==> src/cwsm_pkg.sv <==
package cwsm_pkg;

  localparam int unsigned TickW  = 10;
  localparam int unsigned DelayW = 16;
  localparam int unsigned LevelW = 10;
  localparam int unsigned TimeW  = 6;
  localparam int unsigned CfgIdxW = 2;

  localparam logic [TimeW-1:0] TimeMax = TimeW'(59);

  // key ladder thresholds
  localparam logic [LevelW-1:0] LvlNoneAbove = LevelW'(1000);
  localparam logic [LevelW-1:0] LvlRight     = LevelW'(50);
  localparam logic [LevelW-1:0] LvlUp        = LevelW'(195);
  localparam logic [LevelW-1:0] LvlDown      = LevelW'(380);
  localparam logic [LevelW-1:0] LvlLeft      = LevelW'(555);
  localparam logic [LevelW-1:0] LvlSelect    = LevelW'(790);

  typedef enum logic [CfgIdxW-1:0] {
    CFG_TICK_MS     = 2'd0,
    CFG_KEY_POLL_MS = 2'd1,
    CFG_BLINK_MS    = 2'd2,
    CFG_SECOND_MS   = 2'd3
  } cfg_idx_e;

  typedef enum logic [2:0] {
    KEY_NONE,
    KEY_UP,
    KEY_LEFT,
    KEY_SELECT,
    KEY_OTHER
  } key_e;

  typedef struct packed {
    logic [TickW-1:0]  tick_ms;
    logic [DelayW-1:0] key_poll_ms;
    logic [DelayW-1:0] blink_ms;
    logic [DelayW-1:0] second_ms;
  } cfg_t;

  typedef struct packed {
    logic             set_mode;
    logic [TimeW-1:0] minutes;
    logic [TimeW-1:0] seconds;
    logic             hide_minutes;
    logic             hide_seconds;
  } res_t;

  function automatic key_e decode_key(logic [LevelW-1:0] level);
    key_e k;
    if (level > LvlNoneAbove)   k = KEY_NONE;
    else if (level < LvlRight)  k = KEY_OTHER;
    else if (level < LvlUp)     k = KEY_UP;
    else if (level < LvlDown)   k = KEY_OTHER;
    else if (level < LvlLeft)   k = KEY_LEFT;
    else if (level < LvlSelect) k = KEY_SELECT;
    else                        k = KEY_NONE;
    return k;
  endfunction

  function automatic logic [TimeW-1:0] raise_wrap(logic [TimeW-1:0] v);
    return (v >= TimeMax) ? '0 : v + TimeW'(1);
  endfunction

endpackage

==> src/cwsm_timer.sv <==
module cwsm_timer (
  input  logic                           clk_i,
  input  logic                           rst_ni,
  input  logic                           step_i,
  input  logic                           tick_i,
  input  logic [cwsm_pkg::TickW-1:0]     tick_ms_i,
  input  logic [cwsm_pkg::DelayW-1:0]    delay_i,
  input  logic                           consult_i,
  output logic                           fire_o
);

  logic [cwsm_pkg::DelayW-1:0] rem_q, rem_d, rem_tk;
  logic                        armed_q, armed_d;
  logic [cwsm_pkg::DelayW-1:0] tick_ext;

  assign tick_ext = cwsm_pkg::DelayW'(tick_ms_i);

  always_comb begin
    rem_tk = rem_q;
    if (tick_i && armed_q && (rem_q != '0)) begin
      rem_tk = (rem_q > tick_ext) ? rem_q - tick_ext : '0;
    end
    rem_d   = rem_tk;
    armed_d = armed_q;
    fire_o  = 1'b0;
    if (consult_i) begin
      if (!armed_q) begin
        rem_d   = delay_i;
        armed_d = 1'b1;
      end else if (rem_tk == '0) begin
        armed_d = 1'b0;
        fire_o  = 1'b1;
      end
    end
  end

  always_ff @(posedge clk_i or negedge rst_ni) begin
    if (!rst_ni) begin
      rem_q   <= '0;
      armed_q <= 1'b0;
    end else if (step_i) begin
      rem_q   <= rem_d;
      armed_q <= armed_d;
    end
  end

endmodule

==> src/cwsm_core.sv <==
module cwsm_core (
  input  logic                          clk_i,
  input  logic                          rst_ni,
  input  logic                          step_i,
  input  logic                          tick_i,
  input  logic [cwsm_pkg::LevelW-1:0]   key_level_i,
  input  cwsm_pkg::cfg_t                cfg_i,
  output cwsm_pkg::res_t                res_o
);

  logic mode_q, mode_d;
  logic field_q, field_d;   // 1: editing minutes
  logic blink_q, blink_d;
  logic [cwsm_pkg::TimeW-1:0] run_m_q, run_m_d, run_s_q, run_s_d;
  logic [cwsm_pkg::TimeW-1:0] edit_m_q, edit_m_d, edit_s_q, edit_s_d;
  logic key_fire, sec_fire, blink_fire;
  cwsm_pkg::key_e key;

  cwsm_timer u_key_timer (
    .clk_i, .rst_ni, .step_i, .tick_i,
    .tick_ms_i (cfg_i.tick_ms),
    .delay_i   (cfg_i.key_poll_ms),
    .consult_i (1'b1),
    .fire_o    (key_fire)
  );

  cwsm_timer u_sec_timer (
    .clk_i, .rst_ni, .step_i, .tick_i,
    .tick_ms_i (cfg_i.tick_ms),
    .delay_i   (cfg_i.second_ms),
    .consult_i (1'b1),
    .fire_o    (sec_fire)
  );

  // blink timer only runs its load/fire logic in set mode
  cwsm_timer u_blink_timer (
    .clk_i, .rst_ni, .step_i, .tick_i,
    .tick_ms_i (cfg_i.tick_ms),
    .delay_i   (cfg_i.blink_ms),
    .consult_i (mode_q),
    .fire_o    (blink_fire)
  );

  assign key = key_fire ? cwsm_pkg::decode_key(key_level_i) : cwsm_pkg::KEY_NONE;

  always_comb begin
    mode_d   = mode_q;
    field_d  = field_q;
    blink_d  = blink_q;
    run_m_d  = run_m_q;
    run_s_d  = run_s_q;
    edit_m_d = edit_m_q;
    edit_s_d = edit_s_q;
    res_o    = '0;
    res_o.set_mode = mode_q;

    if (!mode_q) begin
      res_o.minutes = run_m_q;
      res_o.seconds = run_s_q;
      if (key == cwsm_pkg::KEY_SELECT) begin
        mode_d   = 1'b1;
        field_d  = 1'b0;
        edit_m_d = run_m_q;
        edit_s_d = run_s_q;
      end
    end else begin
      case (key)
        cwsm_pkg::KEY_UP: begin
          if (field_q) edit_m_d = cwsm_pkg::raise_wrap(edit_m_q);
          else         edit_s_d = cwsm_pkg::raise_wrap(edit_s_q);
        end
        cwsm_pkg::KEY_LEFT: field_d = !field_q;
        cwsm_pkg::KEY_SELECT: begin
          mode_d  = 1'b0;
          run_m_d = edit_m_q;
          run_s_d = edit_s_q;
        end
        default: ;
      endcase
      if (blink_fire) blink_d = !blink_q;
      res_o.minutes = edit_m_d;
      res_o.seconds = edit_s_d;
      res_o.hide_minutes = !blink_d && field_d;
      res_o.hide_seconds = !blink_d && !field_d;
    end

    // second increment sees a time just loaded by SELECT
    if (sec_fire) begin
      if (run_s_d < cwsm_pkg::TimeMax) begin
        run_s_d = run_s_d + cwsm_pkg::TimeW'(1);
      end else begin
        run_s_d = '0;
        run_m_d = cwsm_pkg::raise_wrap(run_m_d);
      end
    end
  end

  always_ff @(posedge clk_i or negedge rst_ni) begin
    if (!rst_ni) begin
      mode_q   <= 1'b0;
      field_q  <= 1'b0;
      blink_q  <= 1'b0;
      run_m_q  <= '0;
      run_s_q  <= '0;
      edit_m_q <= '0;
      edit_s_q <= '0;
    end else if (step_i) begin
      mode_q   <= mode_d;
      field_q  <= field_d;
      blink_q  <= blink_d;
      run_m_q  <= run_m_d;
      run_s_q  <= run_s_d;
      edit_m_q <= edit_m_d;
      edit_s_q <= edit_s_d;
    end
  end

endmodule

==> src/clock_with_set_mode_unit.sv <==
// Minutes:seconds clock with a set mode, one main-loop pass per input transfer.
// Input channel (in_valid_i/in_ready_o): tick_i flags an elapsed timer tick,
// key_level_i is the raw button ladder level. Output channel
// (out_valid_o/out_ready_i): one line per pass with the mode, the shown
// minutes and seconds and the two hide flags for the blinking field.
// A transfer loads the input register; when the result register is free or
// being read, the pass is evaluated against the clock state and lands in the
// result register. Throughput is one pass per cycle unless the receiver stalls.
// When the receiver stalls the result register holds, the input register
// holds its pass, and in_ready_o drops once both are full; nothing is lost.
// Reset (rst_ni low, asynchronous) clears both valid flags, the clock, the
// mode and the three delay timers, and loads the default delay settings.
// Configuration: cfg_we_i writes cfg_data_i into register cfg_idx_i (0 tick_ms,
// 1 key_poll_ms, 2 blink_ms, 3 second_ms) at the clock edge; a delay change
// affects the next timer load, tick_ms the next tick. Write only while idle.
module clock_with_set_mode_unit (
  input  logic                                clk_i,
  input  logic                                rst_ni,
  input  logic                                cfg_we_i,
  input  logic [cwsm_pkg::CfgIdxW-1:0]        cfg_idx_i,
  input  logic [cwsm_pkg::DelayW-1:0]         cfg_data_i,
  input  logic                                in_valid_i,
  output logic                                in_ready_o,
  input  logic                                tick_i,
  input  logic [cwsm_pkg::LevelW-1:0]         key_level_i,
  output logic                                out_valid_o,
  input  logic                                out_ready_i,
  output logic                                set_mode_o,
  output logic [cwsm_pkg::TimeW-1:0]          shown_minutes_o,
  output logic [cwsm_pkg::TimeW-1:0]          shown_seconds_o,
  output logic                                hide_minutes_o,
  output logic                                hide_seconds_o
);

  cwsm_pkg::cfg_t cfg_q;
  logic           in_valid_q;
  logic           tick_q;
  logic [cwsm_pkg::LevelW-1:0] key_q;
  logic           out_valid_q;
  cwsm_pkg::res_t res_q, res_d;
  logic           advance, step;

  assign advance    = !out_valid_q || out_ready_i;
  assign step       = in_valid_q && advance;
  assign in_ready_o = !in_valid_q || advance;

  always_ff @(posedge clk_i or negedge rst_ni) begin
    if (!rst_ni) begin
      cfg_q.tick_ms     <= cwsm_pkg::TickW'(50);
      cfg_q.key_poll_ms <= cwsm_pkg::DelayW'(150);
      cfg_q.blink_ms    <= cwsm_pkg::DelayW'(500);
      cfg_q.second_ms   <= cwsm_pkg::DelayW'(1000);
    end else if (cfg_we_i) begin
      unique case (cwsm_pkg::cfg_idx_e'(cfg_idx_i))
        cwsm_pkg::CFG_TICK_MS:     cfg_q.tick_ms     <= cfg_data_i[cwsm_pkg::TickW-1:0];
        cwsm_pkg::CFG_KEY_POLL_MS: cfg_q.key_poll_ms <= cfg_data_i;
        cwsm_pkg::CFG_BLINK_MS:    cfg_q.blink_ms    <= cfg_data_i;
        cwsm_pkg::CFG_SECOND_MS:   cfg_q.second_ms   <= cfg_data_i;
        default: ;
      endcase
    end
  end

  always_ff @(posedge clk_i or negedge rst_ni) begin
    if (!rst_ni) begin
      in_valid_q  <= 1'b0;
      out_valid_q <= 1'b0;
    end else begin
      if (in_ready_o) in_valid_q <= in_valid_i;
      if (advance)    out_valid_q <= in_valid_q;
    end
  end

  always_ff @(posedge clk_i) begin
    if (in_valid_i && in_ready_o) begin
      tick_q <= tick_i;
      key_q  <= key_level_i;
    end
    if (step) res_q <= res_d;
  end

  cwsm_core u_core (
    .clk_i,
    .rst_ni,
    .step_i      (step),
    .tick_i      (tick_q),
    .key_level_i (key_q),
    .cfg_i       (cfg_q),
    .res_o       (res_d)
  );

  assign out_valid_o     = out_valid_q;
  assign set_mode_o      = res_q.set_mode;
  assign shown_minutes_o = res_q.minutes;
  assign shown_seconds_o = res_q.seconds;
  assign hide_minutes_o  = res_q.hide_minutes;
  assign hide_seconds_o  = res_q.hide_seconds;

endmodule
==> config.mk <==
export PLATFORM = sky130hd
export DESIGN_NAME = clock_with_set_mode_unit
export DESIGN_NICKNAME = d
export VERILOG_FILES = /design/src/cwsm_pkg.sv /design/src/cwsm_timer.sv /design/src/cwsm_core.sv /design/src/clock_with_set_mode_unit.sv
export SDC_FILE = /design/constraint.sdc
export NUM_CORES = 1
export LEC_CHECK = 0
export ABC_AREA = 1
export BUFFER_PORTS_ARGS = -buffer_cell sky130_fd_sc_hd__buf_2
export CAP_MARGIN = 20
export CORE_MARGIN = 8
export CORE_UTILIZATION = 29
export DETAILED_ROUTE_END_ITERATION = 8
export SYNTH_ARGS = -nofsm -noshare
export SYNTH_HDL_FRONTEND = slang
export SYNTH_HIERARCHICAL = 1
export SYNTH_SLANG_ARGS = --single-unit
==> constraint.sdc <==
create_clock -name clk_i -period 3.85 [get_ports clk_i]
set_input_delay 0.1925 -clock clk_i [delete_from_list [all_inputs] [get_ports clk_i]]
set_output_delay 0.1925 -clock clk_i [all_outputs]
set_load 0.05 [all_outputs]
# After elaboration in Yosys (flattened, before gate mapping)
# Index checks and enable logic that the tools add are counted.
[op_classes]
addsub = 7
order_cmp = 13
n_eq_ne = 6
n_mux = 59
reduce_logical = 32
[ops]
columns = ["operator", "count"]
rows = [
  ["two-way mux 16 bit", 10],
  ["two-way mux 6 bit", 19],
  ["> comparator 16 x 10 -> 1 bit", 3],
  ["logical NOT 16 bit", 3],
  ["nonzero test 16 bit", 3],
  ["subtractor 16 x 10 -> 16 bit", 3],
  ["adder 6 x 1 -> 6 bit, second input constant", 4],
  ["two-way mux 1 bit", 22],
  ["< comparator 10 bit, second input constant", 2],
  [">= comparator 6 bit, second input constant", 3],
  ["two-way mux 3 bit", 6],
  ["two-way mux 12 bit", 1],
  ["AND reduction 2 bit", 6],
  ["> comparator 10 bit, second input constant", 1],
  ["logical AND 1 bit", 10],
  ["< comparator 10 x 6 -> 1 bit, second input constant", 1],
  ["< comparator 10 x 8 -> 1 bit, second input constant", 1],
  ["< comparator 10 x 9 -> 1 bit, second input constant", 1],
  ["equality test 3 x 2 -> 1 bit, second input constant", 2],
  ["logical NOT 1 bit", 6],
  ["< comparator 6 bit, second input constant", 1],
  ["equality test 2 bit, second input constant", 2],
  ["equality test 3 x 1 -> 1 bit, second input constant", 1],
  ["equality test 2 x 1 -> 1 bit, second input constant", 1],
  ["other kinds (4)", 5],
]
[totals]
ff_bits = 164
input_bits = 34
out_inout_bits = 17

# Depth between registers and ports, before layout
# Gate-level depths: netlist (run 1).
[logic_depth]
depth_word = 15
ltp_mapped = 36

# Modules after synthesis
# Netlist (run 1), hierarchy kept.
[by_module_without_submodules]
columns = ["mod", "instances", "cells_per_inst", "area_each_um2"]
rows = [
  ["cwsm_timer", 3, 331, 1990.7],
  ["clock_with_set_mode_unit", 1, 297, 3408.3],
  ["cwsm_core", 1, 361, 2366.0],
]

# Worst setup path before layout (run 1)
# OpenSTA, ideal clock, no wires.
[synth_path]
kind = "reg2reg"
startpoint = "register cfg_q[48] (netlist bit)"
endpoint = "register u_core/run_s_q[5] (netlist bit)"
t_arrival_ns = 3.842
path_slack_ns = -0.066
stages_incl_launch_ff = 32
cell_sequence = "dfrtp_1 > ha_1 > fa_1 > inv_1 > nand2_1 > nand2_1 > nand3_1 > a21oi_1 > nor2_1 > nand2_1 > nand2_1 > a21oi_1 > nand2_1 > nor2_1 > nand3_2 > nor2_1 > nand3_2 > inv_4 > nand4_4 > buf_6 > nand2_1 > o21ai_4 > ha_1 > inv_1 > nand3_1 > nand2_1 > nor2_4 > nand2_2 > clkinv_2 > nor2_1 > inv_2 > o21ai_2"
[synth_between]
elab_chain_cells = 13
elab_cells_between_ends = 22
cone_classes = "3 x add/sub; 3 x order compare; 1 x eq/ne; 13 x mux; 2 x reduce/logical"
[synth_rtl]
columns = ["item", "line_no", "rtl"]
rows = [
  ["from (decl)", "clock_with_set_mode_unit.sv:35", "cwsm_pkg::cfg_t cfg_q;"],
  ["subtractor 16 x 10 -> 16 bit or > comparator 16 x 10 -> 1 bit (tied branches)", "cwsm_timer.sv:21", "rem_tk = (rem_q > tick_ext) ? rem_q - tick_ext : '0;"],
  ["two-way mux 16 bit *", "cwsm_timer.sv:21", ""],
  ["two-way mux 16 bit *", "cwsm_timer.sv:20", "if (tick_i && armed_q && (rem_q != '0)) begin"],
  ["logical NOT 16 bit *", "cwsm_timer.sv:30", "end else if (rem_tk == '0) begin"],
  ["two-way mux 1 bit *", "cwsm_timer.sv:30", ""],
  ["two-way mux 1 bit *", "cwsm_timer.sv:27", "if (!armed_q) begin"],
  ["named net u_core.key_fire", "cwsm_core.sv:16", "logic key_fire, sec_fire, blink_fire;"],
  ["two-way mux 3 bit *", "cwsm_core.sv:44", "assign key = key_fire ? cwsm_pkg::decode_key(key_level_i) : cwsm_pkg::KEY_NONE;"],
  ["equality test 3 x 2 -> 1 bit *", "cwsm_core.sv:67", "case (key)"],
  ["two-way mux 6 bit *", "cwsm_core.sv:67", ""],
  ["two-way mux 6 bit *", "cwsm_core.sv:57", "if (!mode_q) begin"],
  ["adder 6 x 1 -> 6 bit or < comparator 6 bit (tied branches)", "cwsm_core.sv:90, cwsm_core.sv:89", ""],
  ["two-way mux 6 bit", "cwsm_core.sv:89", "if (run_s_d < cwsm_pkg::TimeMax) begin"],
  ["two-way mux 6 bit *", "cwsm_core.sv:88", "if (sec_fire) begin"],
  ["to (signal assigned)", "cwsm_core.sv:112", "run_s_q <= run_s_d;"],
  ["to (decl)", "cwsm_core.sv:14", "logic [cwsm_pkg::TimeW-1:0] run_m_q, run_m_d, run_s_q, run_s_d;"],
]
# The timed path passes the listed nets; every way through them passes the cells marked *.
# A chain may end at the register's enable or synchronous reset.

# Worst setup path after layout (run 1)
[layout_path]
startpoint = "register cfg_q[53] (netlist bit)"
endpoint = "register u_core/run_m_q[3] (netlist bit)"
[layout_between]
elab_chain_cells = 14
elab_cells_between_ends = 26
cone_classes = "3 x add/sub; 4 x order compare; 1 x eq/ne; 16 x mux; 2 x reduce/logical"
[layout_rtl]
columns = ["item", "line_no", "rtl"]
rows = [
  ["subtractor 16 x 10 -> 16 bit or > comparator 16 x 10 -> 1 bit (tied branches)", "cwsm_timer.sv:21", ""],
  ["two-way mux 16 bit *", "cwsm_timer.sv:21", ""],
  ["two-way mux 16 bit *", "cwsm_timer.sv:20", ""],
  ["logical NOT 16 bit *", "cwsm_timer.sv:30", ""],
  ["two-way mux 1 bit *", "cwsm_timer.sv:30", ""],
  ["two-way mux 1 bit *", "cwsm_timer.sv:27", ""],
  ["named net u_core.key_fire", "cwsm_core.sv:16", ""],
  ["two-way mux 3 bit *", "cwsm_core.sv:44", ""],
  ["equality test 3 x 2 -> 1 bit *", "cwsm_core.sv:67", ""],
  ["two-way mux 6 bit", "cwsm_core.sv:67", ""],
  ["two-way mux 6 bit", "cwsm_core.sv:57", ""],
  ["adder 6 x 1 -> 6 bit or >= comparator 6 bit (tied branches)", "cwsm_pkg.sv:62", "return (v >= TimeMax) ? '0 : v + TimeW'(1);"],
  ["two-way mux 6 bit", "cwsm_pkg.sv:62", ""],
  ["two-way mux 6 bit", "cwsm_core.sv:89", ""],
  ["two-way mux 6 bit *", "cwsm_core.sv:88", ""],
  ["to (signal assigned)", "cwsm_core.sv:111", "run_m_q <= run_m_d;"],
  ["to (decl)", "cwsm_core.sv:14", ""],
]
# Marks and branches as above.

==> flow_summary_export.csv, run 1 <==
group,metric,value,unit
status,result_of_the_run,"complete, but fails checks",
status,violations_in_the_final_reports,"negative setup slack",
floorplanning,die_area,47200,sq um
floorplanning,die_y,217,microns
setup_path,reg2regPathDepth,27,
synthesis,yosys.area.top_type_share,25.4,%
power,cellInternalPower,5.63,mW
timing,max_freq,259,MHz
synthesis,mappedNetlistArea,11700,sq um
grt,grt_start_max_net_pins,131,
min_path,hold_class,"in2reg",
power,clkPwrFrac,16.6,%
clocking,cts.root.buffer_cell,"sky130_fd_sc_hd__clkbuf_16",
synthesis,yosysWarnings,6,
placement,dpl.hpwl,25300,microns
detailed_routing,ant_nets,0,
job,max-cap-violations,0,
power,p_leak,7.02,nW
synthesis,instance_count_of_the_mapped_netlist,1651,
setup_path,worst_r2r_startpoint,"cfg_q[53]",
grt,number_of_antenna_violations_at_the_first_check_in_global_routing,6,
clocking,num_cts_buffers,17,
clocking,cts_max_path_buffers,2,
power,max-vdd-ir-drop,388,uV
synthesis,ys_seq_elements,164,
power,power.share.sequential,26.6,%
setup_path,startpoint,"cfg_q[53]",
min_path,worstHoldStart,"cfg_data_i[13]",
clocking,clock-sinks,164,
synthesis,synth.avg_cell_area,7.11,sq um
timing,timing.final.crit_share,100,%
grt,global_route_wire_length_before_repair,55200,microns
cells_and_area,design.final.nets,1856,
setup_path,endpoint_kind,"flop",
synthesis,yosys-top-cells-area,"sky130_fd_sc_hd__dfrtp_1 (25%), sky130_fd_sc_hd__nand2_1 (16%), sky130_fd_sc_hd__edfxtp_1 (6.6%), sky130_fd_sc_hd__inv_1 (6.1%), sky130_fd_sc_hd__nor2_1 (5.7%)",
setup_path,path_max_fanout,5,
power,power.combinational.fraction,56.8,%
setup_path,timing.critical_path.arrival,4.22,ns
placement,gp_routability_congestion,0.897,
timing,worst_slack,-0.00493,ns
setup_path,rrSetupSlack,-0.005,ns
detailed_routing,drtIter0Drc,777,
synthesis,yosys.cell_types.count,52,
placement,post-place-cells,2260,
setup_path,worstSetupStartpointType,"flop",
clocking,clock_transition_time_at_the_flip_flop_clock_pins_of_the_worst_setup_and_hold_paths,0.07,ns
cells_and_area,layout.filler_cells,4212,
floorplanning,num_io_pins,51,
clocking,h-tree-depth,4,
placement,numPortBuffers,50,
cells_and_area,n_antenna_cell,0,
power,switching_share,46.8,%
grt,grt.overflow.total,0,
detailed_routing,num_vias,11100,
detailed_routing,wire_per_inst,14.8,microns
detailed_routing,vias_per_cell,4.78,
timing,relSlewSlack,42.7,%
detailed_routing,route.final.wire_length,34300,microns
grt,combined_global_route_utilization_of_all_metal_layers,14.4,%
detailed_routing,drt_drc_violations_left,0,
clocking,tritoncts_clock_tree,"built",
floorplanning,floorplan.die.width,217,microns
grt,via_count_of_the_first_global_routing_pass,10700,
cells_and_area,post_route_cells_drive_above_1_share,24.3,%
power,fin_total_pwr,10.6,mW
timing,timing.final.crit_period,3.85,ns
floorplanning,num_rows,73,
synthesis,ys_seq_area_share,36.2,%
clocking,worst_skew_pair.late_latency,0.44,ns
timing,grt_setup_unrepaired,"true",
timing,skew,0.0104,ns
setup_path,critPathRequiredTime,4.21,ns
setup_path,criticalPathCategory,"reg2reg",
min_path,hold_end,"cfg_q[13]",
cells_and_area,finalNonFillerCells,2322,
floorplanning,start_util,29.5,%
detailed_routing,drt_pass1_iterations,6,
min_path,worst_hold_path.num_cells,3,
setup_path,crit-reg2reg-capture,"u_core/run_m_q[3]",
power,total_switching_power,4.96,mW
synthesis,synth.largest_area_cell,"sky130_fd_sc_hd__dfrtp_1",
timing,finalMaxSlewViolations,0,
timing,worst-slew-pin-transition,0.859,ns
cells_and_area,areaGrowthSynthToFinish,23.1,%
timing,setup-tns-final,-0.00493,ns
timing,setup_viol,1,
power,cellPowerDensity,733,nW/um^2
floorplanning,design.core.area,39800,sq um
timing,timing.final.hold_violations,0,
-- sequential cells by signal (all words and copies together), names as in the netlist, 6 cells and up --
register	cells
cfg_q	58
key_q	10
shown_minutes_o	6
shown_seconds_o	6
u_core/edit_m_q	6
u_core/edit_s_q	6
u_core/run_m_q	6
u_core/run_s_q	6
u_core/u_blink_timer/rem_q	16
u_core/u_key_timer/rem_q	16
u_core/u_sec_timer/rem_q	16
-- cell type report --
cell class,instances,area (sq um),area share [%]
well taps,525,657,4.54
clock inverters,8,86.3,0.597
clock buffers,24,528,3.65
multi-input cells,1215,6890,47.7
repair buffers,160,1160,8.05
flip-flops and latches,164,4260,29.5
inverters,226,876,6.06
-- Yosys cell counts, drive strengths merged --
master	n
a21oi	49
a22oi	3
a31oi	4
buf	27
clkbuf	22
clkinv	8
conb	1
dfrtp	119
dfstp	19
edfxtp	26
fa	3
ha	35
inv	218
nand2	538
nand3	100
nand3b	6
nand4	62
nor2	209
nor3	17
nor4	3
o21ai	95
o21bai	4
o22ai	55
o31ai	2
o32ai	1
or2	7
xnor2	6
xor2	12
-- cell families (layout without fill, tap and decap cells) --
| logic type | count (synthesis) | count (layout) | share of synthesized area, % |
|---|---|---|---|
| AOI/OAI and AO/OA | 213 | 213 | 10.6 |
| buffers and inverters | 275 | 418 | 10.1 |
| DFF | 164 | 164 | 36.2 |
| adders and majority gates | 38 | 38 | 4.24 |
| other | 1 | 4 | 0.0319 |
| xor gates and xnor gates | 18 | 18 | 1.34 |
| and+or+nand+nor | 942 | 942 | 37.4 |
-- power groups by stage --
stage	Clock [mW]	Sequential, mW	Combinational [mW]
after CTS	1.82	2.80	5.63
after global placement	0	2.81	5.38
after floorplan	0	2.83	3.82
after global routing	1.88	2.88	6.74
final	1.76	2.82	6.02
after detailed placement	0	2.82	5.41
-- layer usage --
metal | wire length [microns] | global-route usage, %
met5 | 41 | 0
met3 | 1430 | 2.72
met1 | 15500 | 18.3
met4 | 1040 | 5.39
met2 | 16200 | 23.9
-- timing repair --
action / CTS / global route
gates resized for setup: 31 / 103
setup buffers: 7 / 14
cloned: 0 / 0
endpoints found under the setup margin: 13 / 36
hold buffers: 13 / 0
pin swaps: 15 / 50
hold endpoints to repair: 84 / 0
-- worst max path at each step --
stage	end	slack, ns
2_1_floorplan	u_core/run_s_q[5]	0.03
3_3_place_gp	u_core/run_s_q[5]	-0.10
3_5_place_dp	u_core/run_s_q[0]	-0.19
4_1_cts	u_core/run_m_q[5]	0.002
5_1_grt	u_core/run_m_q[2]	-0.28
6_report	u_core/run_m_q[3]	-0.005
-- worst max-delay path: stages, from the launching register on --
cell	delay, ns
sky130_fd_sc_hd__dfstp_2	0.54
sky130_fd_sc_hd__inv_2	0.05
sky130_fd_sc_hd__ha_4	0.25
sky130_fd_sc_hd__nand2_4	0.08
sky130_fd_sc_hd__nand2_4	0.06
sky130_fd_sc_hd__a21oi_4	0.15
sky130_fd_sc_hd__nand2_2	0.08
sky130_fd_sc_hd__nand2_2	0.08
sky130_fd_sc_hd__nand2_2	0.07
sky130_fd_sc_hd__nand2_4	0.14
sky130_fd_sc_hd__o21ai_1	0.09
sky130_fd_sc_hd__nor2_1	0.15
sky130_fd_sc_hd__nand2_1	0.11
sky130_fd_sc_hd__nor2_4	0.11
sky130_fd_sc_hd__nand3_2	0.11
sky130_fd_sc_hd__nor2_4	0.14
sky130_fd_sc_hd__nand2_2	0.08
sky130_fd_sc_hd__nor2_4	0.13
sky130_fd_sc_hd__nand4_4	0.17
sky130_fd_sc_hd__o21ai_2	0.19
sky130_fd_sc_hd__ha_2	0.20
sky130_fd_sc_hd__inv_2	0.04
sky130_fd_sc_hd__nand3_2	0.07
sky130_fd_sc_hd__nand4_1	0.16
sky130_fd_sc_hd__buf_4	0.19
sky130_fd_sc_hd__o21ai_2	0.13
sky130_fd_sc_hd__nand3_2	0.09
sky130_fd_sc_hd__a21oi_2	0.11
-- through the flow --
step | setup slack, ns | instance area [sq um] | util, % | hold WS [ns]
CTS | 0.00230 | 13900 | 35.0 | 0.0201
global route | -0.280 | 14500 | 36.3 | 0.0295
finish | -0.00493 | 14500 | 36.3 | 0.0420
global placement | -0.105 | 13000 | 32.7 | 0.300
floorplan | 0.0315 | 11800 | - | -0.103
detailed placement | -0.187 | 13000 | 32.7 | 0.323
-- cells in the final DEF, fill, tap and decap left out, types with 19 or more instances in the layout --
cell type	instances
sky130_fd_sc_hd__dfrtp_1	119
sky130_fd_sc_hd__nand3_2	21
sky130_fd_sc_hd__o22ai_1	53
sky130_fd_sc_hd__edfxtp_1	26
sky130_fd_sc_hd__nor2_2	23
sky130_fd_sc_hd__buf_4	92
sky130_fd_sc_hd__nand2_2	57
sky130_fd_sc_hd__buf_2	49
sky130_fd_sc_hd__o21ai_0	69
sky130_fd_sc_hd__nor2_4	20
sky130_fd_sc_hd__nand4_1	61
sky130_fd_sc_hd__nand2_1	458
sky130_fd_sc_hd__clkbuf_16	19
sky130_fd_sc_hd__a21oi_1	35
sky130_fd_sc_hd__nand2_4	19
sky130_fd_sc_hd__inv_1	183
sky130_fd_sc_hd__inv_2	30
sky130_fd_sc_hd__nand3_1	72
sky130_fd_sc_hd__nor2_1	166
sky130_fd_sc_hd__ha_1	24
sky130_fd_sc_hd__dfstp_2	19
Power figures use the tool's default switching activity.
==> run 2: changes to the inputs <==
- ABC_AREA: 1 -> not set
- CTS_BUF_LIST: not set -> sky130_fd_sc_hd__clkbuf_8 sky130_fd_sc_hd__clkbuf_16
- SLEW_MARGIN: not set -> 25
==> run 2 against run 1 <==
Compared with the run above:
- the flow still finishes with violations (negative setup slack)
- critical path depth is 4 lower
- synthesized cell count is 33% lower
- core utilization is 0.64 points higher
- non-clock buffer count is 49 higher
- maximum frequency is 21% lower
- critical endpoint is now u_core/run_m_q[2]
- setup slack worse by 1.0 ns
- wire length is 8.8% lower
- cell count is 22% lower
==> flow_summary_export.csv, run 2 <==
group,metric,value,unit
status,result_of_the_run,"complete, but fails checks",
status,violations_in_the_final_reports,"negative setup slack",
power,power.combinational.fraction,55.4,%
clocking,tritoncts_clock_tree,"built",
power,cellPowerDensity,734,nW/um^2
placement,placed_area,12800,sq um
synthesis,synthTopCellsByCount,"sky130_fd_sc_hd__dfrtp_1 (119), sky130_fd_sc_hd__nor2_1 (78), sky130_fd_sc_hd__nand2_1 (73), sky130_fd_sc_hd__o21ai_0 (71), sky130_fd_sc_hd__inv_1 (64)",
synthesis,yosys.area.top_type_share,27.2,%
clocking,worst_skew_pair.late_latency,0.44,ns
setup_path,worst_r2r_startpoint,"u_core/u_key_timer/rem_q[0]",
detailed_routing,drt_pass1_iterations,5,
setup_path,startpoint,"u_core/u_key_timer/rem_q[0]",
cells_and_area,final_common_cell,"sky130_fd_sc_hd__buf_4",
timing,timing.final.crit_period,4.89,ns
cells_and_area,fin_area,13800,sq um
clocking,cts.root.buffer_cell,"sky130_fd_sc_hd__clkbuf_16",
synthesis,synth.avg_cell_area,9.83,sq um
synthesis,ys_seq_elements,164,
setup_path,path_max_fanout,5,
timing,worst_slack,-1.04,ns
synthesis,yosys-top-cells-area,"sky130_fd_sc_hd__dfrtp_1 (27%), sky130_fd_sc_hd__edfxtp_1 (7.1%), sky130_fd_sc_hd__mux2_2 (5.4%), sky130_fd_sc_hd__dfstp_2 (4.6%), sky130_fd_sc_hd__mux2_4 (4.4%)",
cells_and_area,post_route_cells_drive_above_1_share,32.0,%
placement,gp_routability_congestion,0.898,
power,switching_share,42.2,%
placement,dpl.hpwl,23200,microns
grt,number_of_antenna_violations_at_the_first_check_in_global_routing,0,
power,clkPwrFrac,16.5,%
cells_and_area,final_standard_cell_utilization_of_the_core,36.9,%
cells_and_area,mostFrequentLayoutCells,"sky130_fd_sc_hd__buf_4 (140), sky130_fd_sc_hd__dfrtp_1 (119), sky130_fd_sc_hd__nor2_1 (76)",
synthesis,yosys.cell_types.count,82,
power,cellInternalPower,5.86,mW
clocking,num_cts_buffers,17,
power,total_switching_power,4.27,mW
timing,timing.final.hold_violations,0,
detailed_routing,wire_per_inst,17.2,microns
setup_path,timing.critical_path.arrival,5.24,ns
detailed_routing,route.final.wire_length,31200,microns
setup_path,timing.critical_path.slowest_stage_cell,"sky130_fd_sc_hd__or4_4",
setup_path,worstSetupStartpointType,"flop",
detailed_routing,vias_per_cell,5.21,
synthesis,yosysWarnings,6,
cells_and_area,largest_reg_flops,58,
floorplanning,num_rows,71,
synthesis,synth.most_common_cell,"sky130_fd_sc_hd__dfrtp_1",
synthesis,synth-edff-count,26,
timing,grt_setup_unrepaired,"true",
timing,worst-slew-pin-transition,0.864,ns
placement,detailedPlace.worstSlack,-1.22,ns
detailed_routing,drtIter0Drc,537,
floorplanning,die_y,210,microns
floorplanning,num_io_pins,51,
setup_path,timing.critical_path.slowest_cell_delay,0.43,ns
floorplanning,die_area,44200,sq um
timing,finalMaxSlewViolations,0,
detailed_routing,ant_nets,0,
floorplanning,design.core.area,37400,sq um
timing,holdWs,0.0298,ns
cells_and_area,finalNonFillerCells,1821,
min_path,hold_class,"in2reg",
grt,grt.overflow.total,0,
timing,timing.final.crit_share,127,%
placement,numPortBuffers,50,
power,power.share.sequential,28.1,%
grt,grt_start_max_net_pins,104,
power,p_leak,5.95,nW
cells_and_area,largest-register,"cfg_q",
floorplanning,floorplan.die.width,210,microns
timing,relSlewSlack,42.4,%
grt,combined_global_route_utilization_of_all_metal_layers,14.0,%
cells_and_area,n_antenna_cell,0,
synthesis,ys_seq_area_share,38.9,%
setup_path,rrSetupSlack,-1.04,ns
timing,setup_viol,40,
cells_and_area,areaGrowthSynthToFinish,26.3,%
clocking,cts_max_path_buffers,2,
clocking,h-tree-depth,4,
timing,skew,0.00920,ns
grt,global_route_wire_length_before_repair,50600,microns
min_path,worst_hold_path.num_cells,3,
setup_path,crit_end,"u_core/run_m_q[2]",
setup_path,criticalPathCategory,"reg2reg",
floorplanning,start_util,29.3,%
synthesis,mappedNetlistArea,10900,sq um
setup_path,endpoint_kind,"flop",
job,max-cap-violations,0,
clocking,clock-sinks,164,
power,max-vdd-ir-drop,389,uV
power,fin_total_pwr,10.1,mW
detailed_routing,num_vias,9480,
setup_path,worstPathCellList,"inv_2 > ha_4 > fa_2 > nor2b_2 > o21a_1 > or3_4 > a211o_1 > or4_4 > o41ai_4 > and4b_2 > nand3_2 > o21ai_2 > nand4_1 > or2_4 > mux2_4 > ha_4 > a211oi_2 > nor3b_2 > buf_4 > nand2_2 > mux2i_2 > a211o_1 > a31oi_1",
cells_and_area,layout.filler_cells,3714,
detailed_routing,drt_drc_violations_left,0,
synthesis,synth.largest_area_cell,"sky130_fd_sc_hd__dfrtp_1",
setup_path,crit-reg2reg-capture,"u_core/run_m_q[2]",
synthesis,synth_top_flop_cell,"sky130_fd_sc_hd__dfrtp_1",
placement,post-place-cells,1768,
grt,via_count_of_the_first_global_routing_pass,9476,
timing,max_freq,205,MHz
setup_path,critPathRequiredTime,4.21,ns
synthesis,ys_async_sr_fraction,84.1,%
synthesis,instance_count_of_the_mapped_netlist,1113,
timing,setup-tns-final,-23.75,ns
cells_and_area,design.final.nets,1369,
clocking,clock_transition_time_at_the_flip_flop_clock_pins_of_the_worst_setup_and_hold_paths,0.07,ns
setup_path,reg2regPathDepth,23,
-- run 2: how the worst min path moves through the flow --
| stage | start | endpoint |
|---|---|---|
| CTS | out_ready_i | out_valid_o |
| floorplan | rst_ni | cfg_q[0] |
| global route | cfg_data_i[12] | cfg_q[12] |
| detailed placement | key_level_i[3] | key_q[3] |
| finish | out_ready_i | out_valid_o |
| global placement | key_level_i[8] | key_q[8] |
-- run 2: area by class of cell --
class	count	area (sq um)	area share, %
inverters	68	255	1.85
well taps	511	639	4.63
clock inverters	15	145	1.05
flip-flops and latches	164	4260	30.8
multi-input cells	837	6590	47.7
repair buffers	209	1510	10.9
clock buffers	17	425	3.08
-- run 2: worst max-delay path, delay by kind of cell, from the launching register on --
kind            cells  cell delay, ns
flops               1            0.39
buf+inv             2            0.22
fa+ha+maj           3            0.52
mux                 2            0.40
simple gates        9            1.82
compound gates      7            1.46
-- run 2: cell families after synthesis --
| logic type | count (synthesis) | share of synthesized area, % |
|---|---|---|
| flops | 164 | 38.9 |
| simple gates | 329 | 16.3 |
| compound gates | 334 | 22.2 |
| fa+ha+maj | 38 | 4.55 |
| buf+inv | 118 | 4.56 |
| xor+xnor | 31 | 2.48 |
| other cells | 1 | 0.0343 |
| mux | 98 | 11.0 |
-- run 2: power by group through the flow --
| stage | Clock [mW] | Sequential, mW | Combinational (mW) |
|---|---|---|---|
| 2_1_floorplan | 0 | 2.75 | 3.46 |
| 3_3_place_gp | 0 | 2.84 | 5.30 |
| 3_5_place_dp | 0 | 2.85 | 5.37 |
| 4_1_cts | 1.72 | 2.83 | 5.48 |
| 5_1_grt | 1.79 | 2.91 | 6.13 |
| 6_report | 1.68 | 2.85 | 5.61 |
-- run 2: what timing repair did --
action / 4_1_cts / 5_1_grt
gates cloned: 2 / 0
buffers inserted: 10 / 4
hold buffers: 13 / 0
pin swaps: 17 / 16
endpoints found under the hold margin: 100 / 0
endpoints found under the setup margin: 40 / 40
gates resized for setup: 37 / 23
-- run 2: per-layer routing --
metal  global-route usage [%]  part of all wire [%]  wire length, microns  vias up
met2                     23.7                    48                 15100      236
met5                        0                     0                     0        -
li1                         -                     -                     -     4535
met4                     4.86                   2.2                   688        0
met1                     18.4                    46                 14400     4664
met3                     1.68                   3.4                  1060       45
